==> src/rtl/bdeq_pkg.sv <==
// shared codes and types for the deque
package bdeq_pkg;

  localparam int DATA_W = 32;

  typedef logic [2:0] mode_t;
  localparam mode_t MODE_PUSH_FRONT = 3'd0;
  localparam mode_t MODE_PUSH_BACK  = 3'd1;
  localparam mode_t MODE_POP_FRONT  = 3'd2;
  localparam mode_t MODE_POP_BACK   = 3'd3;
  localparam mode_t MODE_DUMP       = 3'd4;

  typedef logic [1:0] status_t;
  localparam status_t ST_OK    = 2'd0;
  localparam status_t ST_FULL  = 2'd1;
  localparam status_t ST_EMPTY = 2'd2;

  typedef logic [2:0] cell_op_t;
  localparam cell_op_t OP_HOLD       = 3'd0;
  localparam cell_op_t OP_PUSH_FRONT = 3'd1;
  localparam cell_op_t OP_PUSH_BACK  = 3'd2;
  localparam cell_op_t OP_POP_FRONT  = 3'd3;
  localparam cell_op_t OP_POP_BACK   = 3'd4;
  localparam cell_op_t OP_ROTATE     = 3'd5;

  typedef struct packed {
    cell_op_t                  op;
    logic signed [DATA_W-1:0]  bcast;
  } cell_ctrl_t;

endpackage

==> src/rtl/bounded_double_ended_queue.sv <==
// deque top level: chain of cells, control and output register
//
//   channel | dir | tdata            | tuser          | tlast
//   s_*     | in  | value [31:0]     | mode [2:0]     | -
//   m_*     | out | item [31:0]      | status [1:0]   | last
//
// push and pop: taken back to back while the output register is free, result in the output register next cycle
// dump: started from idle, then one beat per stored value, front to back
// dump rotates the cell chain so the contents are back in order at the end
// reset clears the cell valid bits at once, no clearing pass
// m_tready low while m_tvalid is high holds the output register and stops input and dump progress
module bounded_double_ended_queue #(
  parameter int DEPTH = 16
) (
  input  logic                                 clk,
  input  logic                                 rst,
  input  logic                                 s_tvalid,
  output logic                                 s_tready,
  input  logic signed [bdeq_pkg::DATA_W-1:0]   s_tdata,   // value
  input  logic [2:0]                           s_tuser,   // mode
  output logic                                 m_tvalid,
  input  logic                                 m_tready,
  output logic signed [bdeq_pkg::DATA_W-1:0]   m_tdata,   // item
  output logic [1:0]                           m_tuser,   // status
  output logic                                 m_tlast
);
  import bdeq_pkg::*;

  localparam int CW = $clog2(DEPTH + 1);

  localparam logic S_IDLE = 1'b0;
  localparam logic S_DUMP = 1'b1;

  logic                       state, state_next;
  logic [CW-1:0]              cnt, cnt_next;
  logic [CW-1:0]              rem, rem_next;

  logic signed [DATA_W-1:0]   cdata [DEPTH];
  logic [DEPTH-1:0]           cvalid;
  logic [DEPTH-1:0]           cback;
  logic signed [DATA_W-1:0]   back_val;
  cell_ctrl_t                 ctrl;
  cell_op_t                   op;

  logic                       out_free;
  logic                       accept;
  logic                       ld_out;
  logic signed [DATA_W-1:0]   o_item;
  status_t                    o_status;
  logic                       o_last;

  genvar g;
  generate
    for (g = 0; g < DEPTH; g++) begin : g_cell
      logic signed [DATA_W-1:0] ldata, rdata;
      logic                     lvalid, rvalid;
      if (g == 0) begin : g_first
        assign ldata  = s_tdata;
        assign lvalid = 1'b1;
      end else begin : g_mid_l
        assign ldata  = cdata[g-1];
        assign lvalid = cvalid[g-1];
      end
      if (g == DEPTH - 1) begin : g_last
        assign rdata  = '0;
        assign rvalid = 1'b0;
      end else begin : g_mid_r
        assign rdata  = cdata[g+1];
        assign rvalid = cvalid[g+1];
      end
      bdeq_cell u_cell (
        .clk         (clk),
        .rst         (rst),
        .ctrl        (ctrl),
        .left_data   (ldata),
        .left_valid  (lvalid),
        .right_data  (rdata),
        .right_valid (rvalid),
        .data        (cdata[g]),
        .valid       (cvalid[g]),
        .back        (cback[g])
      );
    end
  endgenerate

  // one-hot select of the back cell
  always_comb begin
    back_val = '0;
    for (int i = 0; i < DEPTH; i++) begin
      back_val = back_val | (cdata[i] & {DATA_W{cback[i]}});
    end
  end

  assign out_free = !m_tvalid || m_tready;
  assign s_tready = (state == S_IDLE) && out_free;
  assign accept   = s_tvalid && s_tready;

  always_comb begin
    op         = OP_HOLD;
    ld_out     = 1'b0;
    o_item     = '0;
    o_status   = ST_OK;
    o_last     = 1'b1;
    state_next = state;
    cnt_next   = cnt;
    rem_next   = rem;
    case (state)
      S_IDLE: begin
        if (accept) begin
          case (s_tuser)
            MODE_PUSH_FRONT, MODE_PUSH_BACK: begin
              ld_out = 1'b1;
              if (cvalid[DEPTH-1]) begin
                o_status = ST_FULL;
              end else begin
                op       = (s_tuser == MODE_PUSH_FRONT) ? OP_PUSH_FRONT : OP_PUSH_BACK;
                cnt_next = cnt + CW'(1);
              end
            end
            MODE_POP_FRONT, MODE_POP_BACK: begin
              ld_out = 1'b1;
              if (!cvalid[0]) begin
                o_status = ST_EMPTY;
              end else begin
                op       = (s_tuser == MODE_POP_FRONT) ? OP_POP_FRONT : OP_POP_BACK;
                o_item   = (s_tuser == MODE_POP_FRONT) ? cdata[0] : back_val;
                cnt_next = cnt - CW'(1);
              end
            end
            MODE_DUMP: begin
              if (!cvalid[0]) begin
                ld_out   = 1'b1;
                o_status = ST_EMPTY;
              end else begin
                state_next = S_DUMP;
                rem_next   = cnt;
              end
            end
            default: begin
              op = OP_HOLD;
            end
          endcase
        end
      end
      S_DUMP: begin
        if (out_free) begin
          ld_out   = 1'b1;
          o_item   = cdata[0];
          o_last   = (rem == CW'(1));
          op       = OP_ROTATE;
          rem_next = rem - CW'(1);
          if (rem == CW'(1)) begin
            state_next = S_IDLE;
          end
        end
      end
      default: begin
        state_next = S_IDLE;
      end
    endcase
  end

  assign ctrl.op    = op;
  assign ctrl.bcast = (op == OP_ROTATE) ? cdata[0] : s_tdata;

  always_ff @(posedge clk) begin
    if (rst) begin
      state    <= S_IDLE;
      cnt      <= '0;
      rem      <= '0;
      m_tvalid <= 1'b0;
    end else begin
      state <= state_next;
      cnt   <= cnt_next;
      rem   <= rem_next;
      if (ld_out) begin
        m_tvalid <= 1'b1;
      end else if (m_tready) begin
        m_tvalid <= 1'b0;
      end
    end
  end

  always_ff @(posedge clk) begin
    if (ld_out) begin
      m_tdata <= o_item;
      m_tuser <= o_status;
      m_tlast <= o_last;
    end
  end

endmodule

==> src/rtl/bdeq_cell.sv <==
// one storage cell of the deque chain
module bdeq_cell (
  input  logic                                 clk,
  input  logic                                 rst,
  input  bdeq_pkg::cell_ctrl_t                 ctrl,
  input  logic signed [bdeq_pkg::DATA_W-1:0]   left_data,
  input  logic                                 left_valid,
  input  logic signed [bdeq_pkg::DATA_W-1:0]   right_data,
  input  logic                                 right_valid,
  output logic signed [bdeq_pkg::DATA_W-1:0]   data,
  output logic                                 valid,
  output logic                                 back
);
  import bdeq_pkg::*;

  assign back = valid && !right_valid;

  always_ff @(posedge clk) begin
    if (rst) begin
      valid <= 1'b0;
    end else begin
      case (ctrl.op)
        OP_PUSH_FRONT: valid <= left_valid;
        OP_PUSH_BACK:  valid <= valid || left_valid;
        OP_POP_FRONT:  valid <= right_valid;
        OP_POP_BACK:   valid <= valid && right_valid;
        default:       valid <= valid;
      endcase
    end
  end

  always_ff @(posedge clk) begin
    case (ctrl.op)
      OP_PUSH_FRONT: data <= left_data;
      OP_PUSH_BACK: begin
        if (!valid && left_valid) begin
          data <= ctrl.bcast;
        end
      end
      OP_POP_FRONT: data <= right_data;
      OP_ROTATE: begin
        if (back) begin
          data <= ctrl.bcast;
        end else if (valid) begin
          data <= right_data;
        end
      end
      default: data <= data;
    endcase
  end

endmodule

==> config.mk <==
export PLATFORM = sky130hd
export DESIGN_NAME = bounded_double_ended_queue
export DESIGN_NICKNAME = d
export VERILOG_FILES = /design/src/rtl/bdeq_pkg.sv /design/src/rtl/bounded_double_ended_queue.sv /design/src/rtl/bdeq_cell.sv
export SDC_FILE = /design/constraint.sdc
export NUM_CORES = 2
export LEC_CHECK = 0
export ABC_AREA = 1
export BUFFER_PORTS_ARGS = -buffer_cell sky130_fd_sc_hd__buf_2
export CAP_MARGIN = 15
export CORE_MARGIN = 5
export CORE_UTILIZATION = 25
export CTS_CLUSTER_DIAMETER = 30
export DETAILED_ROUTE_END_ITERATION = 12
export GPL_ROUTABILITY_DRIVEN = 0
export HOLD_SLACK_MARGIN = 0.02
export SLEW_MARGIN = 25
export SYNTH_ARGS = -nofsm -noshare
export SYNTH_HDL_FRONTEND = slang
export SYNTH_SLANG_ARGS = --single-unit
export TNS_END_PERCENT = 10
==> constraint.sdc <==
create_clock -name clk -period 5.7 [get_ports clk]
set_clock_uncertainty 0.15 [all_clocks]
set_input_delay 0.285 -clock clk [delete_from_list [all_inputs] [get_ports clk]]
set_output_delay 0.285 -clock clk [all_outputs]
set_load 0.02 [all_outputs]
## Word-level counts from Yosys, hierarchy flattened

Index checks and enable logic that the tools add are counted.

| storage, ports and cells | value |
|---|---|
| bits in registers | 575 |
| input port bits | 39 |
| output and inout port bits | 37 |
| word-level logic and storage cells | 338 |

| cells by class | value |
|---|---|
| add/sub/neg operators | 3 |
| eq/ne operators | 48 |
| muxes and demuxes | 118 |
| bitwise operators | 33 |
| reduce and logical (&&, ||, !) cells | 97 |

Operators by type and width:

| operator | number |
|---|---|
| case mux 32 bit (4 select lines) | 16 |
| 2-to-1 mux 32 bit | 53 |
| bitwise AND 32 bit | 16 |
| OR 32 bit | 15 |
| case mux 32 bit (2 select lines) | 1 |
| case mux 1 bit (4 select lines) | 14 |
| AND reduction 3 bit | 16 |
| inequality test 3 x 1 -> 1 bit, second input constant | 15 |
| inequality test 2 x 1 -> 1 bit, second input constant | 20 |
| logical AND 1 bit | 32 |
| 2-to-1 mux 5 bit | 6 |
| case mux 5 bit (2 select lines) | 2 |
| zero test 1 bit | 16 |
| logical OR 1 bit | 16 |
| equality test 3 x 2 -> 1 bit, second input constant | 4 |
| 2-to-1 mux 3 bit | 4 |
| case mux 3 bit (2 select lines) | 2 |
| 2-to-1 mux 1 bit | 11 |
| OR reduction 2 bit | 5 |
| subtractor 5 x 1 -> 5 bit, second input constant | 2 |
| equality test 3 bit, second input constant | 3 |
| nonzero test 4 bit | 2 |
| equality test 3 x 1 -> 1 bit, second input constant | 2 |
| 2-to-1 mux 2 bit | 3 |
| other kinds (15) | 23 |

## Logic depth before layout (Yosys ltp)

| depth | value |
|---|---|
| depth in word-level cells | 23 |
| depth in mapped cells | 13 |

## Hierarchy

Synthesis repeated with hierarchy kept, for this count alone.

| unflattened totals | value |
|---|---|
| cells, all modules | 4627 |
| area total of the unflattened synthesis | 34947.3 µm² |

Modules (own cells, without submodules):

| module | times used | cells each | area an instance (µm²) | seq. area each (µm²) |
|---|---|---|---|---|
| bdeq_cell | 16 | 201 | 1764.2 | 980.9 |
| bounded_double_ended_queue | 1 | 1411 | 6720.2 | 1291.2 |

## Worst setup path before layout

Ideal clock, no wire load.

| path | value |
|---|---|
| path type | flip-flop to flip-flop |
| start point | register m_tvalid |
| end point | register g_cell[11].u_cell.data[0] (netlist name), enable pin |
| setup time | 0.474 ns |
| arrival time | 3.895 ns |
| data required time | 5.076 ns |
| slack | 1.181 ns |
| stages on the path, launching flop included | 9 |
| buffers on the path | 4 |
| clock period less this slack | 4.519 ns |
| path through | dfxtp_1 > inv_1 > nor2_2 > nor2_4 > buf_6 > buf_4 > buf_2 > clkbuf_1 > a221oi_1 |

| between the ends | value |
|---|---|
| longest elaborated chain between the ends | 9 |

Ends and longest elaborated chain:

| what | RTL line | text |
|---|---|---|
| from (decl) | bounded_double_ended_queue.sv:21 | `output logic m_tvalid,` |
| from (signal assigned) | bounded_double_ended_queue.sv:171 | `m_tvalid <= 1'b0;` |
| from (signal assigned) | bounded_double_ended_queue.sv:177 | `m_tvalid <= 1'b1;` |
| from (signal assigned) | bounded_double_ended_queue.sv:179 | `m_tvalid <= 1'b0;` |
| zero test 1 bit * | bounded_double_ended_queue.sv:94 | `assign out_free = !m_tvalid \|\| m_tready;` |
| logical OR 1 bit * | bounded_double_ended_queue.sv:94 |  |
| logical AND 1 bit | bounded_double_ended_queue.sv:95 | `assign s_tready = (state == S_IDLE) && out_free;` |
| logical AND 1 bit | bounded_double_ended_queue.sv:96 | `assign accept = s_tvalid && s_tready;` |
| 2-to-1 mux 3 bit | bounded_double_ended_queue.sv:109 | `if (accept) begin` |
| case mux 3 bit (2 select lines) * | bounded_double_ended_queue.sv:107 | `case (state)` |
| equality test 3 bit (tied with other cells) | bdeq_cell.sv:33 | `case (ctrl.op)` |
| inequality test 3 x 1 -> 1 bit (no line) (tied with other cells) | n/a |  |
| AND reduction 3 bit (no line) * | n/a |  |
| to (signal assigned) | bdeq_cell.sv:34 | `OP_PUSH_FRONT: data <= left_data;` |
| to (signal assigned) | bdeq_cell.sv:37 | `data <= ctrl.bcast;` |
| to (signal assigned) | bdeq_cell.sv:40 | `OP_POP_FRONT: data <= right_data;` |
| to (decl) | bdeq_cell.sv:10 | `output logic signed [bdeq_pkg::DATA_W-1:0] data,` |

Mark *: on every way between the ends. The rest lies on a longest branch, timed or not.
A chain may end at the register's enable or synchronous reset.

## Worst setup path in the final report

| path | value |
|---|---|
| start point | register state |
| end point | register g_cell[15].u_cell.data[29] (netlist name), enable pin |

| between the ends | value |
|---|---|
| longest elaborated chain between the ends | 8 |

Ends and longest elaborated chain:

| what | RTL line | text |
|---|---|---|
| from (decl) | bounded_double_ended_queue.sv:34 | `logic state, state_next;` |
| from (signal assigned) | bounded_double_ended_queue.sv:173 | `state <= state_next;` |
| NOT 1 bit (no line) | n/a |  |
| logical AND 1 bit | bounded_double_ended_queue.sv:95 |  |
| logical AND 1 bit | bounded_double_ended_queue.sv:96 |  |
| 2-to-1 mux 3 bit | bounded_double_ended_queue.sv:109 |  |
| case mux 3 bit (2 select lines) * | bounded_double_ended_queue.sv:107 |  |
| equality test 3 x 2 -> 1 bit (tied with other cells) | bdeq_cell.sv:33 |  |
| inequality test 2 x 1 -> 1 bit (no line) or nonzero test 4 bit (tied branches) | n/a |  |
| AND reduction 3 bit (no line) * | n/a |  |
| to (signal assigned) | bdeq_cell.sv:34 |  |
| to (signal assigned) | bdeq_cell.sv:37 |  |
| to (signal assigned) | bdeq_cell.sv:40 |  |
| to (decl) | bdeq_cell.sv:10 |  |

Marked as above.

==> results.md <==
* Sw Share at between 20 and 30%
* GR met1 Demand/Resource at 24.0%
* Post-CTS Setup Bufs at 0
* Pin count of the biggest net entering global routing at 192
* Internal power at 0.0105 W
* Unrepaired setup endpoints after global routing: no
* Via density at roughly 5.7
* Comb power frac at around 8.6%
* Area growth syn-to-layout at 19.6%
* Crit Path Max Fanout at between 80 and 90
* Max-cap violations at 0
* Ports at 76
* Number of global-route vias before repair at about 34000
* Switching power at between 0.003 and 0.004 W
* Hold EP: g_cell[0].u_cell.data[29]
* R2R cell count at 5
* Cells after synthesis at 4492
* GRT met2 Usage at 27.3%
* Post-DP HPWL at 82500 um
* PD cells at between 300 and 400 mW/mm^2
* Status: finished, final reports clean
* Seq/Total Area, Yosys at 46.0%
* Min Tclk post-route at 3800 ps
* Area leader, netlist: edfxtp_1
* Total negative setup slack at 0 ps
* Clk_lat worst skew at 730 ps
* RR Endpoint: g_cell[15].u_cell.data[29]
* Total Die Area at 0.155 sq mm
* First-pass GRT wire length at 216000 um
* Vias at roughly 37000
* Final net count at 4473
* Critical Path End Type: register
* CTS Buf Count at between 100 and 150
* Synth Area per Inst at 8.22 sq um
* Final WS setup at 1900 ps
* Most frequent cells in the layout: 859 x nand2_1, 548 x o21ai_0, 547 x edfxtp_1, 478 x inv_1, 469 x o2111ai_1
* Starting DRT DRC Count at around 5200
* Rel. slew slack at 24.3%
* WP data arrival at 4060 ps
* Startpoint Class: register
* Drt drc at 0
* IO buf count at 75
* RR Startpoint: state
* Hold_ws at 310 ps
* CTS Buffer Depth at 3
* Hold Crit Depth at 4
* Lkg Pwr at 17.0 nW
* Worst ir drop on vdd at between 200 and 250 uV
* Final hold vios at 0
* Site row count at roughly 140
* Post-Syn Nets at 4537
* Synth warn at 0
* Unique masters post-synth at 43
* Synth top area share at 44.5%
* Post-route core utilization at 30.0%
* Placed Area at between 0.03 and 0.04 sq mm
* Hold path startpoint: s_tdata[29]
* Cell area after layout at 0.0441 sq mm
* Pre-CTS setup slack at ~1900 ps
* Clock power frac at roughly 57%
* Fmax at 0.263 GHz
* Share of layout cells above drive strength 1 at 10.1%
* Root Buffer: clkbuf_16
* Initial antenna violation count at 1
* WS Path Type: register to register
* H-tree Lvls at 4
* Top cells by area, synth: edfxtp_1 45%, o2111ai_1 11%, nand2_1 8.9%
* Pins Over Slew Limit at 0
* Met3 usage at approximately 4%
* DR WL/cell at ~23 um
* Total Routing Usage GR at 17.8%
* Initial core utilization at 25.1%
* Busiest grt layer: met2
* Chip height at approximately 390 um
* Setup slack, reg-to-reg at about 1900 ps
* Clock-pin slew on the worst setup and hold paths at 50 ps
* Commonest non-fill, non-tap cell in the layout: nand2_1
* Mapped cell area at 0.0369 sq mm
* Critical path data required time at 5960 ps
* Least-Margin Pin Slew at 1130 ps
* Diodes inserted at 0
* Final setup viols at 0
* Core ar. at 0.147 sq mm
* TritonRoute pass-1 iters at 8
* Hold WC Path Type: primary input to register
* Post-DRT Antenna Nets at 0
* Reg power frac at 34.0%
* CTS tree: done
* Synthesized flop and latch total at about 580
* DIE WIDTH at 394 um
* Final worst path period share at roughly 67%
* Clock sink count at approximately 580
* Filler Cells Inserted at 15400
* Total grt overflow at 0
* Routed Wire Length at between 100000 and 150000 um
[power by group through the flow]
stage	sequential [W]	clock, W	combinational, W
finish	0.00479	0.00809	0.00122
global route	0.00479	0.00839	0.00129
CTS	0.00479	0.00815	0.00119
detailed placement	0.00486	0	0.00116
global placement	0.00486	0	0.00115
floorplan	0.00486	0	0.000709
[routing by layer]
metal	part of all wire, %	vias up
li1	-	16400
met1	40	17600
met2	44	2457
met3	11	387
met4	4.3	2
met5	0.0089	-
[logic make-up after synthesis]
group / Yosys count / synth area share, %
compound gates: 1707 / 29.3
simple gates: 1296 / 14.2
buf+inv: 903 / 10.1
fa+ha+maj: 6 / 0.224
flops: 575 / 46.0
xor+xnor: 5 / 0.119
[cells in the mapped netlist (all sizes together)]
cell type	n
dfxtp	28
o221ai	34
nand4	34
o2111ai	469
a31oi	3
nand3	53
nand3b	1
inv	487
xor2	4
a21o	2
nand2	899
clkbuf	221
a221oi	17
nor2	239
ha	5
fa	1
clkinv	2
a32oi	4
a31o	1
xnor2	1
o21ai	570
a211oi	3
edfxtp	547
a21oi	440
buf	193
nor3	70
o22ai	127
o211ai	37
[what timing repair did]
item                                    4_1_cts  5_1_grt
hold endpoints to repair                     56        0
resized for setup                             0        0
endpoints found under the setup margin        0        0
hold buffers                                 40        0
[state kept, by name, indices dropped and copies added (netlist names)]
register             count
m_tvalid                 1
g_cell.u_cell.data     512
g_cell.u_cell.valid     16
state                    1
rem                      5
m_tuser                  2
m_tlast                  1
m_tdata                 32
cnt                      5
[layout make-up]
class / instances / area (sq um) / share of cell area [%]
sequential: 575 / 17000 / 38.5
multi-input combinational: 3014 / 16600 / 37.6
clock buffer: 176 / 3870 / 8.77
tap: 1930 / 2410 / 5.47
inverter: 489 / 1850 / 4.19
timing repair buffer: 207 / 1570 / 3.55
clock inverter: 80 / 857 / 1.94
[how the worst max path moves through the flow]
stage	to	from	depth (start not counted)
6_report	g_cell[15].u_cell.data[29]	state	5
5_1_grt	g_cell[0].u_cell.data[30]	state	7
4_1_cts	g_cell[15].u_cell.data[19]	state	5
3_5_place_dp	g_cell[15].u_cell.data[29]	state	5
3_3_place_gp	g_cell[15].u_cell.data[29]	state	5
2_1_floorplan	g_cell[11].u_cell.data[0]	m_tvalid	8
[stage by stage]
stage,instances,total power [W]
floorplan,4492,0.00557
global placement,6175,0.00600
CTS,6471,0.0141
global route,6471,0.0145
finish,6471,0.0141
detailed placement,6175,0.00602
[critical path, cell delays in order (launching register included)]
cell and delay (ps):
dfxtp_1 620, nand2_8 450, nand2_1 260, nand2_1 490
a221oi_4 1090, buf_4 410
No activity file was read; power rests on OpenSTA's default activity.
